## src/rtl/dba_pkg.sv

```systemverilog
// ----------------------------------------------------------------------------
// dba_pkg
// Shared types and codes for the disk block allocator.
// ----------------------------------------------------------------------------
package dba_pkg;

   // Request kinds
   localparam logic [1:0] KIND_RUN    = 2'd0;
   localparam logic [1:0] KIND_INDEX  = 2'd1;
   localparam logic [1:0] KIND_LINKED = 2'd2;

   // Result roles
   localparam logic [1:0] ROLE_RUN   = 2'd0;
   localparam logic [1:0] ROLE_INDEX = 2'd1;
   localparam logic [1:0] ROLE_DATA  = 2'd2;

   // Result status
   localparam logic STATUS_OK       = 1'b0;
   localparam logic STATUS_NO_SPACE = 1'b1;

   // Width of the next-free pointer
   localparam int PTR_W = 8;

   typedef struct packed {
      logic [1:0] kind;
      logic [5:0] block_count;
   } req_type;

   typedef struct packed {
      logic [6:0] block_number;
      logic [1:0] role;
      logic       status;
      logic       last;
   } rsp_type;

   // Command from the sequencer to the bitmap scanner
   typedef struct packed {
      logic       start;
      logic       run_mode;   // 1: first-fit run from block 0, 0: next-fit single block
      logic [5:0] count;      // run length in run mode
   } scan_cmd_type;

   // Status from the bitmap scanner
   typedef struct packed {
      logic ready;
      logic done;
      logic found;
   } scan_sts_type;

endpackage

```

## src/rtl/dba_ram.sv

```systemverilog
// ----------------------------------------------------------------------------
// dba_ram
// Generic single write port, single read port RAM with registered read.
// ----------------------------------------------------------------------------
module dba_ram #(
   parameter int WIDTH = 1,
   parameter int DEPTH = 128
) (
   input  logic                     clock,
   input  logic                     wr_en,
   input  logic [$clog2(DEPTH)-1:0] wr_addr,
   input  logic [WIDTH-1:0]         wr_data,
   input  logic                     rd_en,
   input  logic [$clog2(DEPTH)-1:0] rd_addr,
   output logic [WIDTH-1:0]         rd_data
);

   logic [WIDTH-1:0] mem [DEPTH];

   // write port
   always_ff @(posedge clock) begin
      if (wr_en) begin
         mem[wr_addr] <= wr_data;
      end
   end

   // registered read port
   always_ff @(posedge clock) begin
      if (rd_en) begin
         rd_data <= mem[rd_addr];
      end
   end

endmodule

```

## src/rtl/dba_scan.sv

```systemverilog
// ----------------------------------------------------------------------------
// dba_scan
// Free bitmap owner: clearing pass after reset, one-position-a-cycle scan
// for a free run or a single free block, and the marking pass.
// ----------------------------------------------------------------------------
module dba_scan #(
   parameter int NUM_BLOCKS = 128
) (
   input  logic                              clock,
   input  logic                              reset,
   input  dba_pkg::scan_cmd_type             cmd,
   input  logic [dba_pkg::PTR_W-1:0]         from,
   output dba_pkg::scan_sts_type             sts,
   output logic [$clog2(NUM_BLOCKS)-1:0]     blk
);

   localparam int AW = $clog2(NUM_BLOCKS);
   localparam int IW = $clog2(NUM_BLOCKS + 1);
   localparam int SW = (IW > dba_pkg::PTR_W) ? IW : dba_pkg::PTR_W;
   localparam logic [SW-1:0] N_SW   = SW'(NUM_BLOCKS);
   localparam logic [AW-1:0] LAST_A = AW'(NUM_BLOCKS - 1);

   localparam logic [1:0] S_CLEAR = 2'd0;
   localparam logic [1:0] S_IDLE  = 2'd1;
   localparam logic [1:0] S_SCAN  = 2'd2;
   localparam logic [1:0] S_MARK  = 2'd3;

   logic [1:0]    state_ff, state_in;
   logic [SW-1:0] scan_ff, scan_in;
   logic          chk_valid_ff;
   logic [AW-1:0] chk_addr_ff;
   logic [5:0]    run_ff, run_in;
   logic [5:0]    cnt_ff, cnt_in;
   logic [AW-1:0] mark_ff, mark_in;
   logic [AW-1:0] end_ff, end_in;
   logic [AW-1:0] start_ff, start_in;
   logic          done_ff, done_in;
   logic          found_ff, found_in;

   logic          issue;
   logic          wr_en;
   logic          wr_bit;
   logic [0:0]    rd_bit;
   logic [6:0]    run_sum;
   logic          hit;
   logic [SW-1:0] run_start;

   // bitmap storage, one bit per block, 1 = free
   dba_ram #(
      .WIDTH (1),
      .DEPTH (NUM_BLOCKS)
   ) u_map (
      .clock   (clock),
      .wr_en   (wr_en),
      .wr_addr (mark_ff),
      .wr_data (wr_bit),
      .rd_en   (issue),
      .rd_addr (scan_ff[AW-1:0]),
      .rd_data (rd_bit)
   );

   // read issue and run tracking
   assign issue     = (state_ff == S_SCAN) && (scan_ff < N_SW);
   assign run_sum   = {1'b0, run_ff} + 7'd1;
   assign hit       = chk_valid_ff && rd_bit[0] && (run_sum == {1'b0, cnt_ff});
   assign run_start = SW'(chk_addr_ff) - SW'(cnt_ff) + SW'(1);

   // sequencer
   always_comb begin
      state_in = state_ff;
      scan_in  = scan_ff;
      run_in   = run_ff;
      cnt_in   = cnt_ff;
      mark_in  = mark_ff;
      end_in   = end_ff;
      start_in = start_ff;
      done_in  = 1'b0;
      found_in = found_ff;
      wr_en    = 1'b0;
      wr_bit   = 1'b0;
      unique case (state_ff)
         S_CLEAR: begin
            wr_en   = 1'b1;
            wr_bit  = 1'b1;
            mark_in = mark_ff + AW'(1);
            if (mark_ff == LAST_A) begin
               state_in = S_IDLE;
            end
         end
         S_IDLE: begin
            if (cmd.start) begin
               state_in = S_SCAN;
               run_in   = '0;
               if (cmd.run_mode) begin
                  scan_in = '0;
                  cnt_in  = cmd.count;
               end else begin
                  scan_in = SW'(from);
                  cnt_in  = 6'd1;
               end
            end
         end
         S_SCAN: begin
            if (issue) begin
               scan_in = scan_ff + SW'(1);
            end
            if (chk_valid_ff) begin
               run_in = rd_bit[0] ? run_sum[5:0] : 6'd0;
            end
            if (hit) begin
               state_in = S_MARK;
               mark_in  = run_start[AW-1:0];
               start_in = run_start[AW-1:0];
               end_in   = chk_addr_ff;
            end else if (!chk_valid_ff && !issue) begin
               // every position from the start point to the last block looked at, nothing fits
               state_in = S_IDLE;
               done_in  = 1'b1;
               found_in = 1'b0;
            end
         end
         S_MARK: begin
            wr_en   = 1'b1;
            wr_bit  = 1'b0;
            mark_in = mark_ff + AW'(1);
            if (mark_ff == end_ff) begin
               state_in = S_IDLE;
               done_in  = 1'b1;
               found_in = 1'b1;
            end
         end
         default: begin
            state_in = S_IDLE;
         end
      endcase
   end

   always_ff @(posedge clock) begin
      if (reset) begin
         state_ff     <= S_CLEAR;
         mark_ff      <= '0;
         chk_valid_ff <= 1'b0;
         done_ff      <= 1'b0;
      end else begin
         state_ff     <= state_in;
         mark_ff      <= mark_in;
         chk_valid_ff <= issue;
         done_ff      <= done_in;
      end
   end

   always_ff @(posedge clock) begin
      scan_ff     <= scan_in;
      chk_addr_ff <= scan_ff[AW-1:0];
      run_ff      <= run_in;
      cnt_ff      <= cnt_in;
      end_ff      <= end_in;
      start_ff    <= start_in;
      found_ff    <= found_in;
   end

   assign sts.ready = (state_ff == S_IDLE);
   assign sts.done  = done_ff;
   assign sts.found = found_ff;
   assign blk       = start_ff;

endmodule

```

## src/rtl/disk_block_allocator.sv

```systemverilog
// ----------------------------------------------------------------------------
// disk_block_allocator
// Free bitmap block allocator: first-fit runs, next-fit indexed and linked.
// ----------------------------------------------------------------------------
// After reset the bitmap is cleared; requests stall until the clear is done.
// One request at a time. A contiguous request scans from block 0 to the end
// of the first free run, then marks the run; each indexed/linked block is
// scanned for from the pointer, marked, and handed out with its own result
// handshake. Scans read one bitmap position per cycle: a contiguous request
// looks at up to NUM_BLOCKS positions, an indexed/linked one at most NUM_BLOCKS in all.
// ----------------------------------------------------------------------------
module disk_block_allocator #(
   parameter int NUM_BLOCKS = 128
) (
   input  logic             clock,
   input  logic             reset,
   input  logic             req_valid,
   output logic             req_stall,
   input  dba_pkg::req_type req_data,
   output logic             rsp_valid,
   input  logic             rsp_stall,
   output dba_pkg::rsp_type rsp_data
);

   localparam int AW = $clog2(NUM_BLOCKS);
   localparam int IW = $clog2(NUM_BLOCKS + 1);
   localparam int SW = (IW > dba_pkg::PTR_W) ? IW : dba_pkg::PTR_W;

   localparam logic [1:0] T_IDLE   = 2'd0;
   localparam logic [1:0] T_SEARCH = 2'd1;
   localparam logic [1:0] T_OUT    = 2'd2;

   logic [1:0]                 tstate_ff, tstate_in;
   logic                       run_mode_ff, run_mode_in;
   logic                       idx_ff, idx_in;
   logic [5:0]                 rem_ff, rem_in;
   logic                       more_ff, more_in;
   logic [dba_pkg::PTR_W-1:0]  next_free_ff, next_free_in;
   logic                       rsp_valid_ff, rsp_valid_in;
   dba_pkg::rsp_type           rsp_ff, rsp_in;

   dba_pkg::scan_cmd_type      cmd;
   dba_pkg::scan_sts_type      sts;
   logic [AW-1:0]              blk;
   logic [SW-1:0]              blk_ext;
   logic [SW-1:0]              blk_inc;
   logic                       req_acc;
   logic                       rsp_acc;
   logic                       data_last;

   dba_scan #(
      .NUM_BLOCKS (NUM_BLOCKS)
   ) u_scan (
      .clock (clock),
      .reset (reset),
      .cmd   (cmd),
      .from  (next_free_ff),
      .sts   (sts),
      .blk   (blk)
   );

   // handshakes
   assign req_stall = !((tstate_ff == T_IDLE) && sts.ready);
   assign req_acc   = req_valid && !req_stall;
   assign rsp_acc   = rsp_valid_ff && !rsp_stall;
   assign blk_ext   = SW'(blk);
   assign blk_inc   = blk_ext + SW'(1);
   assign data_last = idx_ff ? (rem_ff == 6'd0) : (rem_ff == 6'd1);

   // request sequencer
   always_comb begin
      tstate_in    = tstate_ff;
      run_mode_in  = run_mode_ff;
      idx_in       = idx_ff;
      rem_in       = rem_ff;
      more_in      = more_ff;
      next_free_in = next_free_ff;
      rsp_valid_in = rsp_valid_ff;
      rsp_in       = rsp_ff;
      cmd.start    = 1'b0;
      cmd.run_mode = run_mode_ff;
      cmd.count    = rem_ff;
      unique case (tstate_ff)
         T_IDLE: begin
            if (req_acc) begin
               rem_in = req_data.block_count;
               case (req_data.kind)
                  dba_pkg::KIND_RUN: begin
                     run_mode_in = 1'b1;
                     if (req_data.block_count == 6'd0) begin
                        // empty run: start 0, nothing taken
                        rsp_in.block_number = 7'd0;
                        rsp_in.role         = dba_pkg::ROLE_RUN;
                        rsp_in.status       = dba_pkg::STATUS_OK;
                        rsp_in.last         = 1'b1;
                        rsp_valid_in        = 1'b1;
                        more_in             = 1'b0;
                        tstate_in           = T_OUT;
                     end else begin
                        cmd.start    = 1'b1;
                        cmd.run_mode = 1'b1;
                        cmd.count    = req_data.block_count;
                        tstate_in    = T_SEARCH;
                     end
                  end
                  dba_pkg::KIND_INDEX: begin
                     run_mode_in  = 1'b0;
                     idx_in       = 1'b1;
                     cmd.start    = 1'b1;
                     cmd.run_mode = 1'b0;
                     tstate_in    = T_SEARCH;
                  end
                  dba_pkg::KIND_LINKED: begin
                     run_mode_in = 1'b0;
                     idx_in      = 1'b0;
                     if (req_data.block_count != 6'd0) begin
                        cmd.start    = 1'b1;
                        cmd.run_mode = 1'b0;
                        tstate_in    = T_SEARCH;
                     end
                  end
                  default: begin
                     // unused kind: dropped
                  end
               endcase
            end
         end
         T_SEARCH: begin
            if (sts.done) begin
               rsp_valid_in = 1'b1;
               tstate_in    = T_OUT;
               if (run_mode_ff) begin
                  rsp_in.block_number = sts.found ? blk_ext[6:0] : 7'd0;
                  rsp_in.role         = dba_pkg::ROLE_RUN;
                  rsp_in.status       = sts.found ? dba_pkg::STATUS_OK
                                                  : dba_pkg::STATUS_NO_SPACE;
                  rsp_in.last         = 1'b1;
                  more_in             = 1'b0;
               end else begin
                  rsp_in.role = idx_ff ? dba_pkg::ROLE_INDEX : dba_pkg::ROLE_DATA;
                  if (sts.found) begin
                     next_free_in        = blk_inc[dba_pkg::PTR_W-1:0];
                     rsp_in.block_number = blk_ext[6:0];
                     rsp_in.status       = dba_pkg::STATUS_OK;
                     rsp_in.last         = data_last;
                     more_in             = !data_last;
                     idx_in              = 1'b0;
                     if (!idx_ff) begin
                        rem_in = rem_ff - 6'd1;
                     end
                  end else begin
                     rsp_in.block_number = 7'd0;
                     rsp_in.status       = dba_pkg::STATUS_NO_SPACE;
                     rsp_in.last         = 1'b1;
                     more_in             = 1'b0;
                  end
               end
            end
         end
         T_OUT: begin
            if (rsp_acc) begin
               rsp_valid_in = 1'b0;
               if (more_ff) begin
                  cmd.start    = 1'b1;
                  cmd.run_mode = 1'b0;
                  tstate_in    = T_SEARCH;
               end else begin
                  tstate_in = T_IDLE;
               end
            end
         end
         default: begin
            tstate_in = T_IDLE;
         end
      endcase
   end

   always_ff @(posedge clock) begin
      if (reset) begin
         tstate_ff    <= T_IDLE;
         next_free_ff <= '0;
         rsp_valid_ff <= 1'b0;
         run_mode_ff  <= 1'b0;
         idx_ff       <= 1'b0;
         more_ff      <= 1'b0;
         rem_ff       <= '0;
      end else begin
         tstate_ff    <= tstate_in;
         next_free_ff <= next_free_in;
         rsp_valid_ff <= rsp_valid_in;
         run_mode_ff  <= run_mode_in;
         idx_ff       <= idx_in;
         more_ff      <= more_in;
         rem_ff       <= rem_in;
      end
   end

   always_ff @(posedge clock) begin
      rsp_ff <= rsp_in;
   end

   assign rsp_valid = rsp_valid_ff;
   assign rsp_data  = rsp_ff;

   // checks
   a_req_only_when_out_empty: assert property (@(posedge clock) disable iff (reset)
      req_acc |-> !rsp_valid_ff)
      else $error("request accepted while a result is pending");

   a_no_space_is_last: assert property (@(posedge clock) disable iff (reset)
      (rsp_valid_ff && (rsp_ff.status == dba_pkg::STATUS_NO_SPACE)) |-> rsp_ff.last)
      else $error("no-space result not marked last");

   a_run_is_last: assert property (@(posedge clock) disable iff (reset)
      (rsp_valid_ff && (rsp_ff.role == dba_pkg::ROLE_RUN)) |-> rsp_ff.last)
      else $error("run result not marked last");

   a_scan_done_out_free: assert property (@(posedge clock) disable iff (reset)
      sts.done |-> (!rsp_valid_ff && (tstate_ff == T_SEARCH)))
      else $error("scan finished while output busy");

endmodule
```

## config.mk

```make
export PLATFORM = sky130hd
export DESIGN_NAME = disk_block_allocator
export DESIGN_NICKNAME = d
export VERILOG_FILES = /design/src/rtl/dba_pkg.sv /design/src/rtl/dba_ram.sv /design/src/rtl/dba_scan.sv /design/src/rtl/disk_block_allocator.sv
export SDC_FILE = /design/constraint.sdc
export NUM_CORES = 1
export LEC_CHECK = 0
export BUFFER_PORTS_ARGS = -buffer_cell sky130_fd_sc_hd__buf_2
export CORE_MARGIN = 5
export CORE_UTILIZATION = 63
export CTS_CLUSTER_SIZE = 30
export DETAILED_ROUTE_END_ITERATION = 8
export PLACE_DENSITY = 0.8
export SYNTH_ARGS = -nofsm -noshare
export SYNTH_HDL_FRONTEND = slang
export SYNTH_SLANG_ARGS = --single-unit
export TNS_END_PERCENT = 30
```

## constraint.sdc

```tcl
create_clock -name clock -period 4.43 [get_ports clock]
set_clock_uncertainty 0.05 [all_clocks]
set_input_delay 0 -clock clock [delete_from_list [all_inputs] [get_ports clock]]
set_output_delay 0 -clock clock [all_outputs]
set_load 0.01 [all_outputs]
```

======== Word-level counts from Yosys, hierarchy flattened ========
Memories as Yosys holds them, arrays and structs flattened. A register that Yosys moved wholly into a read port is not among the register bits.
Cells that the tools add are included.
word-level totals
  bits in read-only memories .............. 0
  bits of input ports ..................... 12
  memories kept ........................... 1
  bits in writable memories ............... 128
  latch bits .............................. 0
  output and inout bits ................... 13
  register bits ........................... 84
  logic and storage cells ................. 185
memories
  name              depth  bits a word  read ports  clocked after memory_dff  wr ports  line           source
  u_scan.u_map.mem  128    1            1           1                         1         dba_ram.sv:18  logic [WIDTH-1:0] mem [DEPTH];
operators by class
  magnitude comparators ................... 1
  add/sub/neg operators ................... 7
  equality and inequality tests ........... 31
  shifts and indexed selects .............. 0
  div/mod/pow operators ................... 0
  multiply operators ...................... 0
  reductions and logical operators ........ 40
  bitwise operators ....................... 1
  multiplexer cells ....................... 82
operator list
  cell                   count
  $mux W6                10
  $mux W11               4
  $mux W8                5
  $mux W2                15
  $mux W1                28
  $pmux W6 S2            2
  $pmux W11 S2           1
  $ne A2 B1 Y1 const B   9
  $pmux W2 S3            3
  $reduce_and A6 Y1      3
  $pmux W8 S2            1
  $add A7 B1 Y7 const B  2
  $mux W7                2
  $ne A2 B2 Y1 const B   7
  $pmux W7 S2            1
  $logic_not A6 Y1       2
  $pmux W1 S2            6
  $reduce_and A4 Y1      3
  $reduce_and A5 Y1      2
  $reduce_bool A2 Y1     5
  $reduce_and A3 Y1      3
  $add A7 B1 Y8 const B  1
  $add A8 B1 Y8 const B  1
  $eq A2 B2 Y1 const B   4
  other kinds (25)       42

======== Depth between registers and ports, before layout ========
Gate-level depths: netlist of run 1.
  depth in word-level cells ............... 8
  depth in mapped cells ................... 12
  mapped depth without buffers ............ 12

======== Modules after synthesis ========
A second synthesis of run 1 with hierarchy kept.
unflattened totals
  cells, all modules ...................... 852
  area total of the unflattened synthesis .. 10327.4 um^2
modules (own cells, without submodules)
  module                area each (um^2)  cells each  times used  sequential area each (um^2)
  dba_ram               5729.2            395         1           3873.7
  dba_scan              2796.4            258         1           1411.4
  disk_block_allocator  1801.7            199         1           730.7

======== Least setup slack after synthesis of run 1 ========
No wires, ideal clock.
  kind .................................... flip-flop to flip-flop
  start point ............................. register u_scan.run_ff[0]
  end point ............................... register u_scan.start_ff[0], in the netlist u_scan.blk[0] (enable)
  setup slack ............................. 1.156 ns
  buffers on the path ..................... 0
  cell stages (with the launch flop) ...... 5
  data required time ...................... 3.953 ns
  arrival ................................. 2.797 ns
  cells stage by stage .................... edfxtp_1 > ha_1 > xor2_1 > a2111o_1 > nor4b_1
between the ends
  cells in the longest elaborated chain, start to end .. 4
ends and longest elaborated chain
  element                             line             source
  start, declared                     dba_scan.sv:32   logic [5:0] run_ff, run_in;
  start signal, assigned              dba_scan.sv:155  run_ff <= run_in;
  $add A6 B1 Y7                       dba_scan.sv:64   assign run_sum = {1'b0, run_ff} + 7'd1;
  via u_scan.run_sum[1]               dba_scan.sv:44   logic [6:0] run_sum;
  $eq A7 B6 Y1                        dba_scan.sv:65   assign hit = chk_valid_ff && rd_bit[0] && (run_sum == {1'b0, cnt_ff});
  $logic_and A1 B1 Y1                 dba_scan.sv:65
  $reduce_and A2 Y1 (no source line)  --
  end signal, assigned                dba_scan.sv:158  start_ff <= start_in;
  end, declared                       dba_scan.sv:36   logic [AW-1:0] start_ff, start_in;
The timed path passes the listed nets, and every way through them passes these cells.
A chain may end at the register's enable or synchronous reset.

======== Final worst setup path of run 1 ========
  start point ............................. register u_scan.scan_ff[0]
  end point ............................... register u_scan.u_map.rd_data, read port of u_scan.u_map.mem (data pin)
between the ends
  cells in the longest elaborated chain, start to end .. 2
ends and longest elaborated chain
  element                 line             source
  start, declared         dba_scan.sv:29   logic [SW-1:0] scan_ff, scan_in;
  start signal, assigned  dba_scan.sv:153  scan_ff <= scan_in;
  $lt A8 B8 Y1            dba_scan.sv:63   assign issue = (state_ff == S_SCAN) && (scan_ff < N_SW);
  $logic_and A1 B1 Y1     dba_scan.sv:63
  end, declared           dba_ram.sv:15    output logic [WIDTH-1:0] rd_data
Parallel ways exist; a longest one is shown, timed or not.

==> results.md, run 1 <==
- The run finished with clean final reports.
- The async set-reset flop share out of synthesis is 0%.
- The global-route wire length before repair is roughly 38 mm.
- The die is 137 um tall.
- The global-route layer with the greatest usage is met2.
- The path class of the tightest hold or removal check is input port to register.
- The number of buffers inserted to repair setup after CTS is 0.
- The synthesized-area fraction occupied by ao, oa, aoi and oai cells is 8.26%.
- The number of flops mapped to enable cells by yosys is 175.
- The endpoint of the worst register-to-register path is u_scan.u_map.rd_data$_DFFE_PP_.
- Global routing used 4.42% of the available met3 tracks.
- The core region is 15900 sq um.
- The area of all sequential standard cells is 6020 sq um.
- Routability-driven placement finished with a final weighted congestion of 0.965.
- The number of antenna violations at the first check in global routing is 0.
- The via count of the first global-routing pass was around 7000.
- The pin count of the biggest net entering global routing is 129.
- The max-slew violation count came to 0.
- Together, buffers and inverters on the worst path number 1.
- The first detailed-routing pass ran for 5 iterations.
- The critical path starts at u_scan.scan_ff[0]$_DFFE_PP_.
- The worst register-to-register path begins at u_scan.scan_ff[0]$_DFFE_PP_.
- The count of buffers added on input and output ports is 24.
- The number of antenna repair diodes is 0.
- The floorplan has 46 rows.
- Clock tree synthesis found a total of 213 sinks.
- The biggest fanout along the worst timing path is 15.
- The post-synthesis instance area is 10200 sq um.
- The TritonCTS clock tree is done.
- Traced cell by cell, the critical path runs through buf_4 > mux4_2 > mux2i_1 > o311ai_0 > a2111oi_0 > a21oi_1.
- The critical path's largest stage delay is 0.94 ns.
- The critical path class is register to register.
- In this run the number of cells on the critical path is 6.
- The routed via count divided by cell count is 6.40.
- In the synthesized netlist, mux cells make up about 7.9% of the area.
- The boundary pin count is 25.
- The cell sitting at the root of the clock tree is a sky130_fd_sc_hd__clkbuf_16.
- In the synthesized netlist the dominant register cell turns out to be sky130_fd_sc_hd__edfxtp_1.
- The final-report hold violation count was 0.
- After Yosys synthesis, full adders, half adders and majority gates account for 3.25% of the synthesized area.
- After detailed routing, the number of remaining DRC violations is 0.
- The final critical-path share of the clock period is 67.7%.
- The average instance in the mapped netlist occupies 11.6 sq um.
- In this design, the largest share of critical-path delay is due to flip-flops.
- The global routing met1 resource utilization is 36.3%.
- The count of final setup violators is 0.
- The count of nets after finishing is 940.
- The total nets after synthesis is 921.
- Summing all multi-input logic gate instances after layout gives 3900 sq um.
- Counting cells, the worst reg-to-reg path comes to 6.
- The cell with the biggest individual delay on the critical path is sky130_fd_sc_hd__edfxtp_1.
- The number of buffers inserted during clock tree synthesis is 23.
- The setup slack of the worst register-to-register path is ~1.4 ns.
- The reported max-cap violation count is 0.
- Global routing used about two fifths of the available met2 tracks.
- The horizontal extent of the die is 137 um.
- The clock passes through at most 3 buffers.
- The area share of xor/xnor cells in the synthesized design is 3.00%.
- Global routing used 26.0% of the available tracks across all layers.
- Counting I/O delays and the setup requirement, the final critical path takes 3.00 ns.
- The achievable clock frequency is around 330 MHz.
- sky130_fd_sc_hd__edfxtp_1 is the most common cell in the netlist.
- In this run the number of H-tree levels came out at 1.
- The netlist uses 61 different library cells.
- The analysis attributes to cell leakage a power of roughly 0.0038 uW.
- For this configuration, the core starts out at a cell density of around 64%.
- Once routing completed, OpenROAD measured the worst setup slack at 1.43 ns.
- The total detailed-routing wirelength is ~24 mm.
- The share of synthesized area in the top cell type comes to about 51%.
- The largest family of logic cells by synthesized area is simple AND/OR/NAND/NOR gates.
- The worst setup path is launched from a register.
- Synthesis produced between 800 and 900 cells.
- By area the synthesized netlist is led by sky130_fd_sc_hd__edfxtp_1 (51%), sky130_fd_sc_hd__dfxtp_1 (7.4%), sky130_fd_sc_hd__nor2_1 (6.3%).
- Summing the areas of all and, or, nand and nor instances in the mapped netlist gives about 16% of the synthesized area.
- The total via count after detailed routing is between 7000 and 8000.
- STA puts the critical path data required time at 4.65 ns.
- The clock-pin slew on the worst setup and hold paths is 0.07 ns.
- The final-layout setup total negative slack is 0 ns.
- The dominant cell type by area after synthesis is sky130_fd_sc_hd__edfxtp_1.
- From synthesis to final layout, the design area changed by 11.6%.
- At the worst endpoint, the arrival time is 3.22 ns.
- OpenSTA, run right after detailed placement, puts the worst setup slack at 1.40 ns.
- The fraction of final layout cells sized beyond drive strength 1 is 11.2%.
- Summing the sequential cell areas from Yosys gives 58.8% of the chip area.
- The worst-skew pair later-pin latency is 0.53 ns.
- The power per cell area is 430 nW/um^2.
- Following the worst setup path forward leads to its endpoint at u_scan.u_map.rd_data$_DFFE_PP_.
- The number of DRC markers in iteration 0 is 751.
- The placed wire-length estimate is 15.7 mm.
- For the pin with the worst max-slew slack, the measured transition is between 1 and 1.5 ns.
- The die covers roughly 19000 sq um.
- In this run the tightest slew margin relative to its limit is between 20 and 30%.
- Counting the fill cells in the layout gives 1071.
- The count of nets left with antenna violations once routing finished came out at 0.
- Sorting the synthesized cells by how often they occur yields sky130_fd_sc_hd__edfxtp_1 (175), sky130_fd_sc_hd__nor2_1 (173), sky130_fd_sc_hd__nand2_1 (64).
- The maximum ir drop on the vdd rail is approximately 0.4 mV.
- The routed length per instance is 21.1 um.
- The number of register bits inferred by synthesis is 213.
- The yosys synthesis warning count is 0.
- The final global-route overflow total is 0.
- Setup repair after global routing left no endpoint under its margin.
- STA classifies the critical path endpoint as a register.
[layer usage]
metal	vias to the layer above	routed length [um]
li1	3247	-
met5	-	0
met3	74	2420
met1	3512	9450
met4	0	906
met2	426	11200
[power breakdown]
| part | total, uW | internal, uW | leakage [uW] | switching, uW |
|---|---|---|---|---|
| logic | 509 | 163 | 0.00149 | 346 |
| registers | 2330 | 2240 | 0.00188 | 86.5 |
| clock network | 2070 | 1270 | 0.000407 | 801 |
| total | 4900 | 3670 | 0.00377 | 1230 |
[sequential cells by signal, indices dropped and copies added, names as in the netlist, 2 cells and up]
register / count
next_free_ff: 8
rem_ff: 6
rsp_data: 11
tstate_ff: 2
u_scan.blk: 7
u_scan.chk_addr_ff: 7
u_scan.cnt_ff: 6
u_scan.end_ff: 7
u_scan.mark_ff: 7
u_scan.run_ff: 6
u_scan.scan_ff: 8
u_scan.state_ff: 2
u_scan.u_map.mem: 128
[area by class of cell]
cell class | instances | area share, %
Clock buffer | 33 | 6.38
Clock inverter | 9 | 0.987
Inverter | 31 | 1.02
Multi-Input combinational cell | 592 | 34.1
Sequential cell | 213 | 52.7
Tap cell | 216 | 2.37
Timing Repair Buffer | 41 | 2.41
[per-stage QoR]
step | hold WS [ns] | instances | utilization [%] | total power [uW] | area, sq um
final | 0.0471 | 1135 | 71.9 | 4900 | 11400
after CTS | 0.0256 | 1135 | 71.9 | 4900 | 11400
after detailed placement | 0.325 | 1082 | 65.9 | 2850 | 10500
after floorplan | 0.168 | 883 | - | 2690 | 10200
after global routing | 0.121 | 1135 | 71.9 | 5050 | 11400
after global placement | 0.292 | 1082 | 65.9 | 2830 | 10500
[worst min path at each step]
stage                      from                        endpoint  slack (ns)  cells after the start
global route        req_data[6]        run_mode_ff$_SDFFE_PP0P_        0.12                      5
detailed placement  req_data[1]          rem_ff[1]$_SDFFE_PP0P_        0.33                      3
global placement      rsp_stall          rsp_valid$_SDFFE_PP0P_        0.29                      4
finish              req_data[6]        run_mode_ff$_SDFFE_PP0P_        0.05                      5
floorplan           req_data[0]  u_scan.cnt_ff[0]$_SDFFCE_PN1P_        0.17                      1
CTS                 req_data[6]        run_mode_ff$_SDFFE_PP0P_        0.03                      5
[cell families after synthesis]
| logic type | after synthesis |
|---|---|
| XOR/XNOR | 35 |
| AND/OR/NAND/NOR | 354 |
| buffers and inverters | 78 |
| AO/OA/AOI/OAI | 126 |
| multiplexers | 51 |
| flip-flops | 213 |
| adder cells (fa/ha/maj) | 26 |
[layout by cell type, fill, tap and decap left out, types with 21 or more instances in the layout]
cell type and instances:
sky130_fd_sc_hd__edfxtp_1 175, sky130_fd_sc_hd__nor2_1 173, sky130_fd_sc_hd__nand2_1 64, sky130_fd_sc_hd__dfxtp_1 38, sky130_fd_sc_hd__inv_1 31, sky130_fd_sc_hd__nand3_1 29
sky130_fd_sc_hd__a21oi_1 29, sky130_fd_sc_hd__o21ai_0 27, sky130_fd_sc_hd__mux2i_1 27, sky130_fd_sc_hd__clkbuf_16 27, sky130_fd_sc_hd__mux4_2 24, sky130_fd_sc_hd__ha_1 24
sky130_fd_sc_hd__buf_2 24, sky130_fd_sc_hd__xnor2_1 21
[what timing repair did]
item	4_1_cts	5_1_grt
hold endpoints to repair	27	0
setup endpoints to repair	0	0
hold buffers	11	0
resized for setup	0	0
[worst register-to-register path, stage by stage (launching register included)]
cell and delay [ns]:
sky130_fd_sc_hd__edfxtp_1 0.94, sky130_fd_sc_hd__buf_4 0.34, sky130_fd_sc_hd__mux4_2 0.53, sky130_fd_sc_hd__mux2i_1 0.22, sky130_fd_sc_hd__o311ai_0 0.15, sky130_fd_sc_hd__a2111oi_0 0.43, sky130_fd_sc_hd__a21oi_1 0.08
Note: power is estimated with default switching activity, not from simulation.
==> run 2: changes to the inputs <==
Settings changed: CORE_UTILIZATION 63 to 57, PLACE_DENSITY 0.8 to 0.77.
Clock period 4.43 ns to 2.55 ns, I/O delays scaled along.
==> results.md, run 2 (same netlist as run 1, synthesis figures left out) <==
- Status: complete, no violations (unchanged).
- The worst hold margin was 0.0751 ns (was 0.0471 ns).
- The worst endpoint required time is 2.94 ns (was 4.65 ns).
- The most frequent standard cell in the layout excluding fill and tap cells is sky130_fd_sc_hd__edfxtp_1 (unchanged).
- The worst-skew pair later-pin latency is 0.51 ns (was 0.53 ns).
- The clock-pin slew on the worst setup and hold paths is 0.06 ns (was 0.07 ns).
- The count of input and output buffers is 24 (unchanged).
- The number of DRC markers in iteration 0 is 689 (was 751).
- The post-route standard cell area excluding fillers came to 11700 sq um (was 11400 sq um).
- The number of buffers inserted to repair setup after CTS was 0 (unchanged).
- The via count of the first global-routing pass is 7082 (was 7013).
- The area added between synthesis and finish is 14.9% (was 11.6%).
- The final-layout setup total negative slack was 0 ns (unchanged).
- The horizontal extent of the die came to 144 um (was 137 um).
- The critical path arrival is 2.88 ns (was 3.22 ns).
- The final period demand of the worst path is 2.49 ns (was 3.00 ns).
- The pin count of the biggest net entering global routing came to 129 (unchanged).
- The register with the most flip-flops is u_scan.u_map.mem (unchanged).
- The final critical-path share of the clock period came to 97.8% (was 67.7%).
- The kind of cell adding the most delay to the critical path is simple AND/OR/NAND/NOR gates (was flip-flops).
- The fraction of final layout cells sized beyond drive strength 1 was 15.2% (was 11.2%).
- The routed length per instance is 20.1 um (was 21.1 um).
- The capturing element type of the critical path is a register (unchanged).
- The flip-flop count of the largest register, all copies and words added is 128 (unchanged).
- The residual DRC count is 0 (unchanged).
- The global-route wire length before repair came to 38.3 mm (was 37.8 mm).
- The maximum level of the CTS H-tree came to 1 (unchanged).
- The chip height was 144 um (was 137 um).
- The total detailed-routing wirelength came to 24.0 mm (about the same).
- The cell with the biggest individual delay on the critical path was sky130_fd_sc_hd__or4_1 (was sky130_fd_sc_hd__edfxtp_1).
- The TritonCTS clock tree is done (unchanged).
- The starting density of the core was 57.3% (was 64.4%).
- The max-slew violation count is 0 (unchanged).
- The length of the first detailed-routing pass in iterations came to 7 (was 5).
- The total via count after detailed routing is 7232 (was 7259).
- The boundary pin count is 25 (unchanged).
- The type of the most critical hold path is input port to register (unchanged).
- The overall routing resource usage is 23.8% (was 26.0%).
- The placed instance count is 1141 (was 1082).
- The biggest fanout along the worst timing path is 4 (was 15).
- The achievable clock frequency is 401 MHz (was 333 MHz).
- The final RePlAce weighted congestion is 0.966 (was 0.965).
- The post-route total power came to 8340 uW (was 4900 uW).
- The final-report hold violation count is 0 (unchanged).
- The number of antenna repair diodes is 0 (unchanged).
- The final global-route overflow total is 0 (unchanged).
- The filler cell count in the final layout was 1266 (was 1071).
- The static leakage was 0.00398 uW (was 0.00377 uW).
- The area inside the core boundary is 17800 sq um (was 15900 sq um).
- Cell-by-cell listing of the critical path: ha_1 > xor2_1 > a2111o_1 > and4bb_2 > a21boi_1 > or4_1 > a21oi_1 (was buf_4 > mux4_2 > mux2i_1 > o311ai_0 > a2111oi_0 > a21oi_1).
- The count of non-filler cells in the finished layout is 1194 (was 1135).
- The measured slew at the worst slew-check pin was 0.650 ns (was 1.09 ns).
- The total die area is 20700 sq um (was 18900 sq um).
- The worst relative slew slack was 56.6% (was 27.2%).
- The worst path buffer plus inverter count is 0 (was 1).
- Unrepaired setup endpoints after global routing: yes (was no).
- The critical path class is register to register (unchanged).
- The type of origin of the critical path is a register (unchanged).
- The maximum ir drop on the vdd rail is 0.588 mV (was 0.391 mV).
- The clock root buffer is sky130_fd_sc_hd__clkbuf_16 (unchanged).
- The residual antenna-violating net count after detailed routing was 0 (unchanged).
- The number of buffers on the longest clock path was 3 (unchanged).
- The reported max-cap violation count was 0 (unchanged).
- The placed wire-length estimate was 16.0 mm (was 15.7 mm).
- The power per cell area is 710 nW/um^2 (was 430 nW/um^2).
- The count of final setup violators came to 0 (unchanged).
- The cell area after placement came to 10900 sq um (was 10500 sq um).
- The count of nets after finishing is 986 (was 940).
- The routed via count divided by cell count came to 6.06 (was 6.40).
- The number of buffers inserted during clock tree synthesis is 23 (unchanged).
- Commonest cells after routing, fill and taps aside: sky130_fd_sc_hd__edfxtp_1 (175), sky130_fd_sc_hd__nor2_1 (173), sky130_fd_sc_hd__nand2_1 (64) (unchanged).
- The number of antenna violations at the first check in global routing is 0 (unchanged).
- The clock net sink count is 213 (unchanged).
- The row count is 49 (was 46).
- The critical path's largest stage delay came to 0.51 ns (was 0.94 ns).
-- run 2: worst register-to-register path, cell delays in order, from the launching register on --
cell and delay [ns]:
sky130_fd_sc_hd__edfxtp_1 0.41, sky130_fd_sc_hd__ha_1 0.32, sky130_fd_sc_hd__xor2_1 0.17, sky130_fd_sc_hd__a2111o_1 0.34
sky130_fd_sc_hd__and4bb_2 0.35, sky130_fd_sc_hd__a21boi_1 0.12, sky130_fd_sc_hd__or4_1 0.51, sky130_fd_sc_hd__a21oi_1 0.16
-- run 2: timing repair --
| item | CTS | global route |
|---|---|---|
| setup endpoints to repair | 0 | 4 |
| endpoints found under the hold margin | 20 | 0 |
| hold buffers | 11 | 0 |
| resized for setup | 0 | 2 |
-- run 2: stage by stage --
step / utilization, % / setup WS, ns
finish: 65.8 / 0.0563
global route: 65.8 / -0.0228
CTS: 65.8 / 0.0727
detailed placement: 61.0 / 0.0691
global placement: 61.0 / 0.142
floorplan: - / 0.125
-- run 2: routing by layer --
layer | share of wire, % | wire, um | GRT usage, % | vias up
li1 | - | - | - | 3335
met1 | 42 | 10000 | 33.8 | 3529
met2 | 47 | 11400 | 38.5 | 311
met3 | 8.0 | 1910 | 3.93 | 57
met4 | 3.0 | 721 | 6.74 | 0
met5 | 0 | 0 | 0 | -
-- run 2: worst paths after layout --
path	slack (ns)	startpoint	to	cells after the start
worst min register to register	0.42	u_scan.chk_addr_ff[6]$_DFF_P_	u_scan.end_ff[6]$_DFFE_PP_	0
worst max-delay path	0.06	u_scan.run_ff[1]$_SDFFCE_PN0P_	u_scan.state_ff[1]$_SDFFE_PP0P_	7
worst min-delay path	0.08	req_valid	run_mode_ff$_SDFFE_PP0P_	6
worst max register to register	0.06	u_scan.run_ff[1]$_SDFFCE_PN0P_	u_scan.state_ff[1]$_SDFFE_PP0P_	7
-- run 2: layout make-up --
cell class | count | area [sq um] | share of cell area, %
multi-input cells | 592 | 3920 | 33.4
clock buffers | 27 | 601 | 5.11
inverters | 31 | 116 | 0.991
flip-flops and latches | 213 | 6020 | 51.2
clock inverters | 15 | 150 | 1.28
repair buffers | 87 | 658 | 5.60
well taps | 229 | 287 | 2.44
-- run 2: power by group --
part           total [uW]  switching (uW)  internal [uW]
clock network        3310            1320           1980
registers            3960            72.0           3890
logic                1080             694            382
